[src/rtl/tpcs_pkg.sv]
`timescale 1ns / 1ps
`default_nettype none
package tpcs_pkg;

   localparam int PACKET_LENGTH = 188;
   localparam int WIN_BITS      = $clog2(PACKET_LENGTH);
   localparam int POS_BITS      = $clog2(PACKET_LENGTH + 1);
   localparam int TGT_BITS      = 9;
   localparam int PID_ENTRIES   = 8192;
   localparam int PID_BITS      = $clog2(PID_ENTRIES);
   localparam int COUNT_BITS    = 24;
   localparam int COUNT_OUT     = 24;

   localparam logic [7:0]          SYNC_BYTE = 8'h47;
   localparam logic [PID_BITS-1:0] STUFF_PID = PID_BITS'(13'h1FFF);

   localparam logic [2:0] TYPE_NONE      = 3'd0;
   localparam logic [2:0] TYPE_SECTION   = 3'd1;
   localparam logic [2:0] TYPE_PES       = 3'd2;
   localparam logic [2:0] TYPE_SCRAMBLED = 3'd3;
   localparam logic [2:0] TYPE_STUFFING  = 3'd4;
   localparam logic [2:0] TYPE_UNKNOWN   = 3'd5;

   typedef struct packed {
      logic [7:0] data_byte;
      logic       last_of_buffer;
   } req_type;

   typedef struct packed {
      logic                 record_valid;
      logic [12:0]          packet_pid;
      logic [COUNT_OUT-1:0] packet_count;
      logic [2:0]           content_type;
      logic [7:0]           content_id;
      logic                 newly_examined;
      logic                 buffer_done;
      logic                 buffer_found;
   } rsp_type;

   typedef struct packed {
      logic [PID_BITS-1:0] pid;
      logic                ex_set;
      logic [2:0]          ex_type;
      logic [7:0]          ex_id;
   } parse_res_type;

   // one packet or buffer-end event handed from front to back
   typedef struct packed {
      logic          pkt;
      logic          done;
      parse_res_type res;
   } rec_type;

   typedef struct packed {
      logic [COUNT_BITS-1:0] count;
      logic [2:0]            ctype;
      logic [7:0]            cid;
   } tbl_entry_type;

   typedef enum logic [2:0] {
      PH_HDR, PH_ADAPT, PH_J, PH_J1, PH_J2, PH_J3, PH_SEC, PH_DONE
   } parse_phase_type;

   typedef enum logic [1:0] {
      BK_CLEAR, BK_IDLE, BK_UPDATE
   } back_state_type;

endpackage
`default_nettype wire

[src/rtl/tpcs_rec_queue.sv]
`timescale 1ns / 1ps
`default_nettype none
module tpcs_rec_queue (
   input  wire logic              clock,
   input  wire logic              reset,
   input  wire logic              push,
   input  wire tpcs_pkg::rec_type push_data,
   output logic                   room,
   input  wire logic              pop,
   output logic                   not_empty,
   output tpcs_pkg::rec_type      head_data
);

   tpcs_pkg::rec_type slot_ff [4];
   logic [1:0] rd_ff, wr_ff;
   logic [2:0] cnt_ff, cnt_in;

   assign room      = (cnt_ff != 3'd4);
   assign not_empty = (cnt_ff != 3'd0);
   assign head_data = slot_ff[rd_ff];

   always_comb begin
      cnt_in = cnt_ff;
      if (push && !pop) begin
         cnt_in = cnt_ff + 1'b1;
      end else if (pop && !push) begin
         cnt_in = cnt_ff - 1'b1;
      end
   end

   always_ff @(posedge clock) begin
      if (reset) begin
         rd_ff  <= '0;
         wr_ff  <= '0;
         cnt_ff <= '0;
      end else begin
         cnt_ff <= cnt_in;
         if (push) begin
            wr_ff <= wr_ff + 1'b1;
         end
         if (pop) begin
            rd_ff <= rd_ff + 1'b1;
         end
      end
   end

   always_ff @(posedge clock) begin
      if (push) begin
         slot_ff[wr_ff] <= push_data;
      end
   end

endmodule
`default_nettype wire

[config.mk]
export PLATFORM = sky130hd
export DESIGN_NAME = tpcs_rec_queue
export DESIGN_NICKNAME = d
export VERILOG_FILES = /design/src/rtl/tpcs_pkg.sv /design/src/rtl/tpcs_rec_queue.sv
export SDC_FILE = /design/constraint.sdc
export NUM_CORES = 1
export LEC_CHECK = 0
export BUFFER_PORTS_ARGS = -buffer_cell sky130_fd_sc_hd__buf_2
export CAP_MARGIN = 20
export CORE_MARGIN = 3
export CORE_UTILIZATION = 61
export DETAILED_ROUTE_END_ITERATION = 16
export HOLD_SLACK_MARGIN = 0.08
export PLACE_DENSITY = 0.81
export SLEW_MARGIN = 5
export SYNTH_ARGS = -nofsm -noshare
export SYNTH_HDL_FRONTEND = slang
export SYNTH_SLANG_ARGS = --single-unit
[constraint.sdc]
create_clock -name clock -period 3 [get_ports clock]
set_input_delay 0 -clock clock [delete_from_list [all_inputs] [get_ports clock]]
set_output_delay 0 -clock clock [all_outputs]
set_load 0.1 [all_outputs]
==> flow_summary_export.csv <==
group,metric,value,unit
sta,slew_violations,0,
setup_path,rrSetupSlack,0.42,ns
grt,antenna_found_initial,1,
status,status,"finished clean",
synth,synthCells,186,
drt,drtPass1Iterations,4,
setup_path,slowest_delay,0.56,ns
place,place_congestion,0.708,
pwr,power_frac_seq,42.8,%
grt,grt_pass1_vias,2374,
sta,fmax,380,MHz
sta,fin_worst_skew,0.00861,ns
grt,grt.total_usage,22.5,%
place,portBuffers,59,
sta,hold_violations,0,
sta,rsz0062_at_grt,"false",
clocking,clk_pin_slew,0.06,ns
setup_path,slowest_stage,"dlygate4sd3_1",
grt,grt_start_max_net_pins,28,
synth,yosys_warnings,0,
synth,avgSynthCellArea,23.5,um2
clocking,cts_made_buffers,17,
setup_path,cp_common_cell,"dlygate4sd3_1",
pwr,combPwrFrac,18.3,%
sta,fin_crit_sh,87.8,%
place,place.detailed.hpwl,4.43,mm
floorplanning,die_h,90.7,um
floorplanning,start_util,63.7,%
pwr,internal_power,0.00318,W
sta,finalSetupTns,0,ns
clocking,cts_resized,0,
clocking,cts_tree,"done",
drt,drc,0,
synth,yosys.area_share.simple,1.72,%
synth,ys_ff_latch,117,
finish,layout_common_cells,"edfxtp_1, buf_2, dlygate4sd3_1",
synth,synthMuxAreaShare,15.0,%
drt,drt_iter0_drc,123,
finish,syn2layout_area_growth,28.8,%
floorplanning,rows,30,
sta,tightest_slew,0.563,ns
setup_path,startpoint_type,"primary input",
synth,synth_xor_area_share,1.00,%
min_path,hold_class,"primary input to flop",
job,cap_violations,0,
drt,viasPerCell,5.50,
pwr,switching_share,29.2,%
clocking,insertion_delay,0.50,ns
clocking,cts_setup_buffers,0,
setup_path,crit_arrival,3.08,ns
sta,max_slew_margin,62.4,%
pwr,clockPowerShare,38.9,%
synth,syn_nets,223,
synth,synth_area,4370,um2
floorplanning,num_io_pins,60,
clocking,cts-root-buf,"clkbuf_8",
finish,final_common_cell,"edfxtp_1",
floorplanning,dieArea,8220,um2
synth,synth_compound_area_share,0.229,%
sta,setup_viol,0,
floorplanning,die_width,90.7,um
setup_path,critPathKind,"primary input to flop",
synth,synth_top_family_by_area,"multiplexers",
clocking,cts_buffer_depth,2,
clocking,cts_hold_buffers,34,
pwr,leakagePower,2.03,nW
grt,grt_overflow,0,
finish,final_util,82.0,%
clocking,htreeDepth,4,
setup_path,required,3.45,ns
drt,route.antenna.remaining_nets,0,
setup_path,crit_path_cell_trace,"dlygate4sd3_1, buf_2, inv_1, ha_1, inv_1, fa_1, xor2_1, or3_1, dlygate4sd3_1, a21oi_1, dlygate4sd3_1",
floorplanning,core_area,6870,um2
sta,fin_crit,2.63,ns
drt,wirelength,8.29,mm
synth,synthAdderAreaFrac,1.89,%
finish,final_cell_count_no_fill,407,
drt,post_drt_wl_per_cell,20.4,um
place,dp_cells,340,
setup_path,end_kind,"flop",
clocking,cts.sink_count,117,
sta,holdWs,0.255,ns
pwr,p_per_area,796,nW/um2
finish,drive_gt1_share,37.4,%
grt,grt_pass1_wl,13.3,mm
synth,ys_types,20,
synth,yosysSeqAreaShare,78.3,%
finish,nets,334,
setup_path,critPathMaxFanout,3,
drt,vias,2238,
pwr,ir_worst_vdd,0.513,mV
pwr,switchingPower,0.00131,W
## critical path: cells and delay by family
family / cells / cell delay [ns]
buf+inv: 6 / 1.92
compound gates: 1 / 0.13
simple gates: 1 / 0.30
fa+ha+maj: 2 / 0.56
xor+xnor: 1 / 0.17
## area by class of cell
class	instances	area [um2]
Clock buffer	20	435
Tap cell	96	120
Antenna cell	1	2.50
Multi-Input combinational cell	58	866
Fill cell	340	1230
Clock inverter	12	90.1
Inverter	4	15.0
Timing Repair Buffer	99	681
Sequential cell	117	3420
## state kept, by name, indices dropped and copies added, names as in the netlist, named ones only
signal   cells
cnt_ff       3
rd_ff        2
slot_ff    108
wr_ff        2
## metal layers
layer	GRT usage [%]	wire length [um]	up-vias
met5	0	0	-
met4	9.18	145	0
met3	7.50	435	14
met2	36.4	4410	95
met1	28.3	3300	1138
li1	-	-	991
## path summary, 6_finish.rpt
kind | start | end | cells after the start
max | pop | cnt_ff[2]$_SDFFE_PP0P_ | 11
min | push_data[11] | slot_ff[2][11]$_DFFE_PP_ | 2
max reg2reg | cnt_ff[0]$_SDFFE_PP0P_ | cnt_ff[2]$_SDFFE_PP0P_ | 6
min reg2reg | rd_ff[1]$_SDFFE_PP0P_ | rd_ff[1]$_SDFFE_PP0P_ | 2
## cell usage after synthesis
cell type / count / area share, %
edfxtp_1: 108 / 74
mux4_2: 20 / 10
dfxtp_1: 9 / 4.1
nor2_1: 8 / 0.69
mux4_1: 7 / 4.2
ha_1: 5 / 1.4
and2_1: 4 / 0.57
inv_1: 4 / 0.34
buf_2: 3 / 0.34
xor2_1: 3 / 0.60
buf_12: 2 / 0.92
mux2i_1: 2 / 0.46
nand2_1: 2 / 0.17
or3_1: 2 / 0.29
xnor2_1: 2 / 0.40
a21oi_1: 1 / 0.11
buf_6: 1 / 0.26
clkbuf_1: 1 / 0.086
fa_1: 1 / 0.46
o21ai_0: 1 / 0.11
## power by group through the flow
stage	logic [W]	registers [W]	clock network (W)
6_report	0.000819	0.00192	0.00175
5_1_grt	0.000850	0.00193	0.00185
4_1_cts	0.000822	0.00192	0.00178
3_5_place_dp	0.000774	0.00195	0
3_3_place_gp	0.000762	0.00194	0
2_1_floorplan	0.000670	0.00192	0
## kinds of logic (layout without fill, tap and decap cells)
logic type | count (synthesis) | after routing
buf+inv | 11 | 135
other cells | 0 | 1
fa+ha+maj | 6 | 6
xor+xnor | 5 | 5
mux | 29 | 29
simple gates | 16 | 16
flops | 117 | 117
compound gates | 2 | 2
## per-stage QoR
step | cell area, um2 | power (W) | worst slack [ns]
after floorplan | 4370 | 0.00259 | 1.39
after global placement | 4770 | 0.00271 | 1.13
after detailed placement | 4770 | 0.00272 | 1.11
after CTS | 5630 | 0.00452 | 0.399
after global routing | 5630 | 0.00463 | 0.259
final | 5630 | 0.00448 | 0.366
Note: power is estimated with default switching activity, not from simulation.
