===== src/rtl/tpcs_pkg.sv =====
`timescale 1ns / 1ps
`default_nettype none
package tpcs_pkg;

   localparam int PACKET_LENGTH = 188;
   localparam int WIN_BITS      = $clog2(PACKET_LENGTH);
   localparam int POS_BITS      = $clog2(PACKET_LENGTH + 1);
   localparam int TGT_BITS      = 9;
   localparam int PID_ENTRIES   = 8192;
   localparam int PID_BITS      = $clog2(PID_ENTRIES);
   localparam int COUNT_BITS    = 24;
   localparam int COUNT_OUT     = 24;

   localparam logic [7:0]          SYNC_BYTE = 8'h47;
   localparam logic [PID_BITS-1:0] STUFF_PID = PID_BITS'(13'h1FFF);

   localparam logic [2:0] TYPE_NONE      = 3'd0;
   localparam logic [2:0] TYPE_SECTION   = 3'd1;
   localparam logic [2:0] TYPE_PES       = 3'd2;
   localparam logic [2:0] TYPE_SCRAMBLED = 3'd3;
   localparam logic [2:0] TYPE_STUFFING  = 3'd4;
   localparam logic [2:0] TYPE_UNKNOWN   = 3'd5;

   typedef struct packed {
      logic [7:0] data_byte;
      logic       last_of_buffer;
   } req_type;

   typedef struct packed {
      logic                 record_valid;
      logic [12:0]          packet_pid;
      logic [COUNT_OUT-1:0] packet_count;
      logic [2:0]           content_type;
      logic [7:0]           content_id;
      logic                 newly_examined;
      logic                 buffer_done;
      logic                 buffer_found;
   } rsp_type;

   typedef struct packed {
      logic [PID_BITS-1:0] pid;
      logic                ex_set;
      logic [2:0]          ex_type;
      logic [7:0]          ex_id;
   } parse_res_type;

   // one packet or buffer-end event handed from front to back
   typedef struct packed {
      logic          pkt;
      logic          done;
      parse_res_type res;
   } rec_type;

   typedef struct packed {
      logic [COUNT_BITS-1:0] count;
      logic [2:0]            ctype;
      logic [7:0]            cid;
   } tbl_entry_type;

   typedef enum logic [2:0] {
      PH_HDR, PH_ADAPT, PH_J, PH_J1, PH_J2, PH_J3, PH_SEC, PH_DONE
   } parse_phase_type;

   typedef enum logic [1:0] {
      BK_CLEAR, BK_IDLE, BK_UPDATE
   } back_state_type;

endpackage
`default_nettype wire


===== src/rtl/tpcs_parser.sv =====
`timescale 1ns / 1ps
`default_nettype none
module tpcs_parser (
   input  wire logic                           clock,
   input  wire logic                           reset,
   input  wire logic                           feed,
   input  wire logic [tpcs_pkg::POS_BITS-1:0]  pos,
   input  wire logic [7:0]                     data_in,
   output tpcs_pkg::parse_res_type             result
);

   tpcs_pkg::parse_phase_type          phase_ff, phase_in;
   tpcs_pkg::parse_phase_type          cur_phase;
   logic                               tei_ff, tei_in;
   logic                               pusi_ff, pusi_in;
   logic                               afc0_ff, afc0_in;
   logic [tpcs_pkg::PID_BITS-1:0]      pid_ff, pid_in;
   logic [tpcs_pkg::TGT_BITS-1:0]      tgt_ff, tgt_in;
   logic                               ex_set_ff, ex_set_in;
   logic [2:0]                         ex_type_ff, ex_type_in;
   logic [7:0]                         ex_id_ff, ex_id_in;
   logic                               hit;

   assign hit = (tpcs_pkg::TGT_BITS'(pos) == tgt_ff);
   // the sync byte of a packet entered through a lock is never fed, so the
   // header always restarts at position one
   assign cur_phase = (pos == tpcs_pkg::POS_BITS'(1)) ? tpcs_pkg::PH_HDR : phase_ff;

   always_comb begin
      phase_in   = phase_ff;
      tei_in     = tei_ff;
      pusi_in    = pusi_ff;
      afc0_in    = afc0_ff;
      pid_in     = pid_ff;
      tgt_in     = tgt_ff;
      ex_set_in  = ex_set_ff;
      ex_type_in = ex_type_ff;
      ex_id_in   = ex_id_ff;
      if (feed) begin
         if (pos == '0) begin
            phase_in   = tpcs_pkg::PH_HDR;
            ex_set_in  = 1'b0;
            ex_type_in = tpcs_pkg::TYPE_NONE;
            ex_id_in   = '0;
         end else begin
            if (pos == tpcs_pkg::POS_BITS'(1)) begin
               phase_in   = tpcs_pkg::PH_HDR;
               ex_set_in  = 1'b0;
               ex_type_in = tpcs_pkg::TYPE_NONE;
               ex_id_in   = '0;
            end
            case (cur_phase)
               tpcs_pkg::PH_HDR: begin
                  if (pos == tpcs_pkg::POS_BITS'(1)) begin
                     tei_in  = data_in[7];
                     pusi_in = data_in[6];
                     pid_in  = {data_in[4:0], pid_ff[7:0]};
                  end else if (pos == tpcs_pkg::POS_BITS'(2)) begin
                     pid_in = {pid_ff[12:8], data_in};
                  end else begin
                     if (tei_ff) begin
                        phase_in = tpcs_pkg::PH_DONE;
                     end else if (data_in[7:6] != 2'b00) begin
                        ex_set_in  = 1'b1;
                        ex_type_in = tpcs_pkg::TYPE_SCRAMBLED;
                        phase_in   = tpcs_pkg::PH_DONE;
                     end else if (pusi_ff) begin
                        ex_set_in  = 1'b1;
                        ex_type_in = tpcs_pkg::TYPE_UNKNOWN;
                        afc0_in    = data_in[4];
                        if (data_in[5]) begin
                           phase_in = tpcs_pkg::PH_ADAPT;
                        end else if (data_in[4]) begin
                           phase_in = tpcs_pkg::PH_J;
                           tgt_in   = tpcs_pkg::TGT_BITS'(4);
                        end else begin
                           phase_in = tpcs_pkg::PH_DONE;
                        end
                     end else begin
                        if (pid_ff == tpcs_pkg::STUFF_PID) begin
                           ex_set_in  = 1'b1;
                           ex_type_in = tpcs_pkg::TYPE_STUFFING;
                        end
                        phase_in = tpcs_pkg::PH_DONE;
                     end
                  end
               end
               tpcs_pkg::PH_ADAPT: begin
                  tgt_in   = tpcs_pkg::TGT_BITS'(5) + tpcs_pkg::TGT_BITS'(data_in);
                  phase_in = afc0_ff ? tpcs_pkg::PH_J : tpcs_pkg::PH_DONE;
               end
               tpcs_pkg::PH_J: begin
                  if (hit) begin
                     if (data_in == 8'd0) begin
                        phase_in = tpcs_pkg::PH_J1;
                        tgt_in   = tgt_ff + 1'b1;
                     end else begin
                        phase_in = tpcs_pkg::PH_SEC;
                        tgt_in   = tgt_ff + tpcs_pkg::TGT_BITS'(data_in) + 1'b1;
                     end
                  end
               end
               tpcs_pkg::PH_J1: begin
                  if (hit) begin
                     if (data_in == 8'd0) begin
                        phase_in = tpcs_pkg::PH_J2;
                        tgt_in   = tgt_ff + 1'b1;
                     end else begin
                        ex_type_in = tpcs_pkg::TYPE_SECTION;
                        ex_id_in   = data_in;
                        phase_in   = tpcs_pkg::PH_DONE;
                     end
                  end
               end
               tpcs_pkg::PH_J2: begin
                  if (hit) begin
                     if (data_in == 8'd1) begin
                        phase_in = tpcs_pkg::PH_J3;
                        tgt_in   = tgt_ff + 1'b1;
                     end else begin
                        // pointer field was zero: table id is the zero byte after it
                        ex_type_in = tpcs_pkg::TYPE_SECTION;
                        ex_id_in   = 8'd0;
                        phase_in   = tpcs_pkg::PH_DONE;
                     end
                  end
               end
               tpcs_pkg::PH_J3: begin
                  if (hit) begin
                     ex_type_in = tpcs_pkg::TYPE_PES;
                     ex_id_in   = data_in;
                     phase_in   = tpcs_pkg::PH_DONE;
                  end
               end
               tpcs_pkg::PH_SEC: begin
                  if (hit) begin
                     ex_type_in = tpcs_pkg::TYPE_SECTION;
                     ex_id_in   = data_in;
                     phase_in   = tpcs_pkg::PH_DONE;
                  end
               end
               default: begin
               end
            endcase
         end
      end
   end

   always_ff @(posedge clock) begin
      if (reset) begin
         phase_ff  <= tpcs_pkg::PH_DONE;
         ex_set_ff <= 1'b0;
      end else begin
         phase_ff  <= phase_in;
         ex_set_ff <= ex_set_in;
      end
   end

   always_ff @(posedge clock) begin
      tei_ff     <= tei_in;
      pusi_ff    <= pusi_in;
      afc0_ff    <= afc0_in;
      pid_ff     <= pid_in;
      tgt_ff     <= tgt_in;
      ex_type_ff <= ex_type_in;
      ex_id_ff   <= ex_id_in;
   end

   assign result.pid     = pid_in;
   assign result.ex_set  = ex_set_in;
   assign result.ex_type = ex_type_in;
   assign result.ex_id   = ex_id_in;

endmodule
`default_nettype wire


===== src/rtl/tpcs_front.sv =====
`timescale 1ns / 1ps
`default_nettype none
module tpcs_front (
   input  wire logic              clock,
   input  wire logic              reset,
   input  wire logic              req_push,
   output logic                   req_full,
   input  wire tpcs_pkg::req_type req_data,
   input  wire logic              hold,
   input  wire logic              rec_room,
   output logic                   rec_push,
   output tpcs_pkg::rec_type      rec_data
);

   localparam int PL = tpcs_pkg::PACKET_LENGTH;
   localparam int WB = tpcs_pkg::WIN_BITS;
   localparam int PB = tpcs_pkg::POS_BITS;

   logic [7:0]    win_mem [PL];
   logic [7:0]    rdata_ff;
   logic          win_we;
   logic [WB-1:0] win_wa, win_ra;

   logic          locked_ff, locked_in;
   logic [PB-1:0] pos_ff, pos_in;
   logic [PB-1:0] fill_ff, fill_in;
   logic [WB-1:0] head_ff, head_in;
   logic          scanning_ff, scanning_in;
   logic [PB-1:0] scan_idx_ff, scan_idx_in;
   logic [PB-1:0] scan_len_ff, scan_len_in;
   logic          rdv_ff, rdv_in;
   logic          found_ff, found_in;
   logic [PB-1:0] scan_pos_ff, scan_pos_in;
   logic          scan_last_ff, scan_last_in;

   logic          accept;
   logic          feed;
   logic [PB-1:0] feed_pos;
   logic [7:0]    feed_byte;
   tpcs_pkg::parse_res_type parse_res;

   logic [WB:0]   wr_sum, sc_sum;
   logic [WB-1:0] wr_addr, sc_addr, head_step;
   logic [PB-1:0] p_after;
   logic          pkt;
   logic          lock_hit;

   assign req_full = hold || scanning_ff || !rec_room;
   assign accept   = req_push && !req_full;

   assign wr_sum    = {1'b0, head_ff} + (WB + 1)'(fill_ff);
   assign wr_addr   = (wr_sum >= (WB + 1)'(PL)) ? WB'(wr_sum - (WB + 1)'(PL)) : wr_sum[WB-1:0];
   assign sc_sum    = {1'b0, head_ff} + (WB + 1)'(scan_idx_ff);
   assign sc_addr   = (sc_sum >= (WB + 1)'(PL)) ? WB'(sc_sum - (WB + 1)'(PL)) : sc_sum[WB-1:0];
   assign head_step = (head_ff == WB'(PL - 1)) ? '0 : head_ff + 1'b1;
   // rdata_ff holds the oldest window byte whenever no scan runs
   assign lock_hit  = (fill_ff == PB'(PL)) && (rdata_ff == tpcs_pkg::SYNC_BYTE)
                      && (req_data.data_byte == tpcs_pkg::SYNC_BYTE);

   always_comb begin
      locked_in    = locked_ff;
      pos_in       = pos_ff;
      fill_in      = fill_ff;
      head_in      = head_ff;
      scanning_in  = scanning_ff;
      scan_idx_in  = scan_idx_ff;
      scan_len_in  = scan_len_ff;
      rdv_in       = 1'b0;
      found_in     = found_ff;
      scan_pos_in  = scan_pos_ff;
      scan_last_in = scan_last_ff;
      win_we       = 1'b0;
      win_wa       = wr_addr;
      feed         = 1'b0;
      feed_pos     = pos_ff;
      feed_byte    = req_data.data_byte;
      rec_push     = 1'b0;
      rec_data     = '0;
      p_after      = pos_ff;
      pkt          = 1'b0;

      if (accept && locked_ff) begin
         if (pos_ff == '0) begin
            if (req_data.data_byte == tpcs_pkg::SYNC_BYTE) begin
               feed    = 1'b1;
               p_after = PB'(1);
            end
         end else begin
            feed    = 1'b1;
            p_after = pos_ff + 1'b1;
         end
         if (p_after == PB'(PL)) begin
            pkt     = 1'b1;
            p_after = '0;
         end else if (req_data.last_of_buffer && p_after >= PB'(4)) begin
            pkt = 1'b1;
         end
         pos_in = p_after;
         if (req_data.last_of_buffer) begin
            locked_in = 1'b0;
            pos_in    = '0;
            fill_in   = '0;
         end
         if (pkt || req_data.last_of_buffer) begin
            rec_push      = 1'b1;
            rec_data.pkt  = pkt;
            rec_data.done = req_data.last_of_buffer;
            rec_data.res  = pkt ? parse_res : '0;
         end
      end else if (accept) begin
         if (lock_hit || req_data.last_of_buffer) begin
            scanning_in  = 1'b1;
            scan_idx_in  = '0;
            found_in     = 1'b0;
            scan_pos_in  = '0;
            scan_last_in = req_data.last_of_buffer;
         end
         if (fill_ff == PB'(PL)) begin
            scan_len_in = PB'(PL);
            if (lock_hit) begin
               locked_in = !req_data.last_of_buffer;
               pos_in    = req_data.last_of_buffer ? '0 : PB'(1);
               fill_in   = '0;
            end else begin
               win_we  = 1'b1;
               win_wa  = head_ff;
               head_in = head_step;
               if (req_data.last_of_buffer) begin
                  fill_in = '0;
               end
            end
         end else begin
            win_we      = 1'b1;
            fill_in     = req_data.last_of_buffer ? '0 : fill_ff + 1'b1;
            scan_len_in = fill_ff + 1'b1;
         end
      end else if (scanning_ff) begin
         if (scan_idx_ff < scan_len_ff) begin
            rdv_in      = 1'b1;
            scan_idx_in = scan_idx_ff + 1'b1;
         end
         if (rdv_ff) begin
            feed_byte = rdata_ff;
            if (found_ff) begin
               feed        = 1'b1;
               feed_pos    = scan_pos_ff;
               scan_pos_in = scan_pos_ff + 1'b1;
            end else if (rdata_ff == tpcs_pkg::SYNC_BYTE) begin
               feed        = 1'b1;
               feed_pos    = '0;
               found_in    = 1'b1;
               scan_pos_in = PB'(1);
            end
         end
         if (scan_idx_ff == scan_len_ff && !rdv_ff) begin
            scanning_in   = 1'b0;
            pkt           = found_ff && (scan_pos_ff >= PB'(4));
            rec_push      = 1'b1;
            rec_data.pkt  = pkt;
            rec_data.done = scan_last_ff;
            rec_data.res  = pkt ? parse_res : '0;
         end
      end

      win_ra = scanning_ff ? sc_addr : head_in;
   end

   tpcs_parser u_parser (
      .clock   (clock),
      .reset   (reset),
      .feed    (feed),
      .pos     (feed_pos),
      .data_in (feed_byte),
      .result  (parse_res)
   );

   always_ff @(posedge clock) begin
      if (win_we) begin
         win_mem[win_wa] <= req_data.data_byte;
      end
      rdata_ff <= win_mem[win_ra];
   end

   always_ff @(posedge clock) begin
      if (reset) begin
         locked_ff   <= 1'b0;
         pos_ff      <= '0;
         fill_ff     <= '0;
         head_ff     <= '0;
         scanning_ff <= 1'b0;
         rdv_ff      <= 1'b0;
      end else begin
         locked_ff   <= locked_in;
         pos_ff      <= pos_in;
         fill_ff     <= fill_in;
         head_ff     <= head_in;
         scanning_ff <= scanning_in;
         rdv_ff      <= rdv_in;
      end
   end

   always_ff @(posedge clock) begin
      scan_idx_ff  <= scan_idx_in;
      scan_len_ff  <= scan_len_in;
      found_ff     <= found_in;
      scan_pos_ff  <= scan_pos_in;
      scan_last_ff <= scan_last_in;
   end

endmodule
`default_nettype wire


===== config.mk =====
export PLATFORM = sky130hd
export DESIGN_NAME = tpcs_front
export DESIGN_NICKNAME = d
export VERILOG_FILES = /design/src/rtl/tpcs_pkg.sv /design/src/rtl/tpcs_parser.sv /design/src/rtl/tpcs_front.sv
export SDC_FILE = /design/constraint.sdc
export NUM_CORES = 2
export LEC_CHECK = 0
export BUFFER_PORTS_ARGS = -buffer_cell sky130_fd_sc_hd__buf_2
export CAP_MARGIN = 15
export CORE_ASPECT_RATIO = 0.75
export CORE_UTILIZATION = 60
export CTS_BUF_LIST = sky130_fd_sc_hd__clkbuf_4 sky130_fd_sc_hd__clkbuf_8
export CTS_CLUSTER_SIZE = 12
export DETAILED_ROUTE_END_ITERATION = 12
export PLACE_DENSITY_LB_ADDON = 0.12
export SLEW_MARGIN = 5
export SYNTH_ARGS = -nofsm -noshare
export SYNTH_HDL_FRONTEND = slang
export SYNTH_SLANG_ARGS = --single-unit

===== constraint.sdc =====
create_clock -name clock -period 6.5 [get_ports clock]
set_input_delay 0.975 -clock clock [delete_from_list [all_inputs] [get_ports clock]]
set_output_delay 0.975 -clock clock [all_outputs]
set_load 0.03 [all_outputs]

==> results.tsv <==
metric	value	unit
outcome	complete, no violations	
synthCells	5391	
slew_headroom	14.34	%
cp.required	7.36	ns
hp-start	req_data[4]	
setup_slack	0.3690	ns
ys.flop_type	edfxtp_1	
cts_inserted_buffers	229	
hpwl	132.1	mm
avgSynthCellArea	12.71	µm²
ys_ff_latch	1605	
pre_cts_ws	-0.01526	ns
fin_cells	7324	
tns	0	ns
antenna_found_initial	5	
finClkSkew	0.05297	ns
crit_path_start_kind	flip-flop	
vias	48930	
grt_use_total	36.81	%
worstPathCellList	and4bb_2 > and4_1 > nor3_2 > nand2_1 > o221a_4 > buf_12 > and3_1 > a311oi_1 > nor3_1 > o31ai_1 > o21ai_0 > o311ai_1	
core_area	0.1123	mm²
overflow	0	
crit_family	compound AO/OA/AOI/OAI gates	
async_reset_ff_share	0	%
grt_max_degree	190	
dieHeight	294.6	µm
initial_utilization	60.99	%
layout-drive-gt1-share	17.03	%
drt_iter0_drc	7757	
rsz0062_at_grt	no	
die-area	0.1156	mm²
grt_pass1_vias	45040	
p_per_area	265.6	mW/mm²
tritoncts	yes	
yosys_warnings	0	
clk_pin_slew	0.07	ns
crit_slowest_cell	o31ai_1	
wirelength	212.8	mm
slowest_delay	1.01	ns
fmax	163.1	MHz
nNetsFinal	5678	
finalHoldViolCount	0	
clockBufferDepth	3	
worstHoldPathType	in2reg	
cp-startpoint	rdata_ff[3]	
timing.final.crit_share	94.32	%
worstSetupEndpointType	flip-flop	
vdd_drop_max	250.9	µV
wl_per_cell	29.05	µm
timing.rr.start	rdata_ff[3]	
power	0.02062	W
route.detailed.drc	0	
maxSlewViolCount	0	
via_per_inst	6.680	
tightest_slew	1.269	ns
cp.arrival	6.99	ns
dp_cells	6870	
cts_root_buf	clkbuf_8	
timing.hold.ws	0.3926	ns
cp_max_fo	52	
htree_num_levels	4	
die_x	392.2	µm
grt_pass1_wl	307.6	mm
gp_congestion	0.9386	
worst-path-buf-inv	1	
worstSkewPairLatency	0.98	ns
post-route-min-period	6.131	ns
cts_setup_buffers	0	
synth_edf_count	1542	
layout-area-overhead-vs-synth	13.32	%
synth-seq-area-share	69.43	%
critical_path_class	reg2reg	
num_rows	106	
dr.pass1.iters	6	
ant_nets	0	
leakage	26.36	nW
netlist_area	0.06851	mm²
setup_violations	0	
fillCellCount	7921	
io_buffers	42	
drv.max_cap_violation_count	0	
clock-sinks	1605	
ioPinCount	43	
syn_nets	5454	
synth_cell_types	90	
## through the flow
stage	util (%)	instance area, µm²
2_1_floorplan	-	68510
5_1_grt	69.10	77630
3_3_place_gp	64.80	72790
6_report	69.11	77640
4_1_cts	68.92	77420
3_5_place_dp	64.85	72850
## cells in the mapped netlist (all sizes together), types with 10 or more instances
cell type | n | area (µm²)
nor2 | 155 | 601.8
xor2 | 24 | 210.2
nor2b | 10 | 62.56
a21o | 20 | 150.1
nor3 | 40 | 210.2
and3 | 145 | 907.1
nor4 | 205 | 1297
nand3 | 363 | 1817
o211ai | 14 | 105.1
a41oi | 10 | 87.58
ha | 46 | 575.6
inv | 51 | 191.4
a311oi | 116 | 1016
a22oi | 21 | 157.7
and2 | 28 | 175.2
nand2 | 1298 | 4872
o221ai | 11 | 96.34
or3 | 13 | 81.33
nand2b | 10 | 62.56
nand4 | 58 | 369.1
a32oi | 50 | 437.9
o21a | 10 | 75.07
mux4 | 31 | 701.9
or2 | 13 | 81.33
o311ai | 11 | 96.34
edfxtp | 1542 | 46300
o22ai | 12 | 75.07
a31oi | 62 | 387.9
clkbuf | 172 | 645.6
o21ai | 114 | 570.6
a211oi | 12 | 95.09
a221oi | 12 | 122.6
mux2i | 113 | 1131
buf | 211 | 1154
xnor2 | 44 | 385.4
dfxtp | 63 | 1261
a21oi | 160 | 804.5
## sequential cells by signal (all words and copies together) (netlist names), 3 cells and up
register	cells
fill_ff	8
head_ff	8
pos_ff	8
rdata_ff	8
scan_idx_ff	8
scan_len_ff	8
scan_pos_ff	8
u_parser.ex_id_ff	8
u_parser.ex_type_ff	3
u_parser.phase_ff	3
u_parser.pid_ff	13
u_parser.tgt_ff	9
win_mem	1504
## layer usage
layer	part of all wire (%)	GRT usage, %	vias up
met5	0.019	0	-
met4	4.2	15.25	6
met3	15	12.07	485
met2	42	50.16	3645
met1	39	54.26	24000
li1	-	-	20790
## power by group
group          switching (W)  internal [W]  leakage, nW
registers          0.0000511        0.0113         14.4
clock network        0.00392       0.00413         2.43
logic               0.000874      0.000300         9.57
## cells by family after synthesis
logic type,share of synthesized area [%]
fa+ha+maj,0.9278
xor+xnor,0.8693
mux,2.758
flops,69.43
simple gates,15.81
buf+inv,2.911
compound gates,7.294
## layout by cell type (no fill, tap or decap), types with 51 or more instances in the layout
cell / netlist / layout
clkinv_1: 1 / 60
nand3_1: 363 / 362
edfxtp_1: 1542 / 1542
nand2_1: 1298 / 1297
a31oi_1: 62 / 61
and3_1: 145 / 144
mux2i_1: 113 / 110
a311oi_1: 116 / 116
a21oi_1: 159 / 156
inv_1: 51 / 51
clkbuf_8: 0 / 243
nand4_1: 57 / 57
dfxtp_1: 63 / 63
nor4_2: 0 / 161
buf_4: 39 / 279
nor2_1: 151 / 149
clkbuf_4: 0 / 96
o21ai_0: 108 / 108
## cell type report
cell class / count / area (µm²) / share of cell area, %
flip-flops and latches: 1605 / 47570 / 61.27
multi-input cells: 3351 / 20120 / 25.91
clock buffers: 326 / 3968 / 5.110
repair buffers: 376 / 3288 / 4.235
well taps: 1512 / 1892 / 2.437
clock inverters: 97 / 598.1 / 0.7704
inverters: 52 / 195.2 / 0.2514
diodes: 5 / 12.51 / 0.01612
## worst paths after layout
check	end	slack [ns]	cells after the start
worst max-delay path	rdata_ff[2]	0.37	12
worst min-delay path	win_mem[133][3]	0.39	1
worst max register to register	rdata_ff[2]	0.37	12
worst min register to register	u_parser.ex_type_ff[2]	0.46	2
## what timing repair did
item | in CTS | in global routing
hold buffers | 0 | 0
resized for setup | 0 | 2
setup endpoints to repair | 0 | 8
endpoints found under the hold margin | 0 | 0
Power figures use the tool's default switching activity.
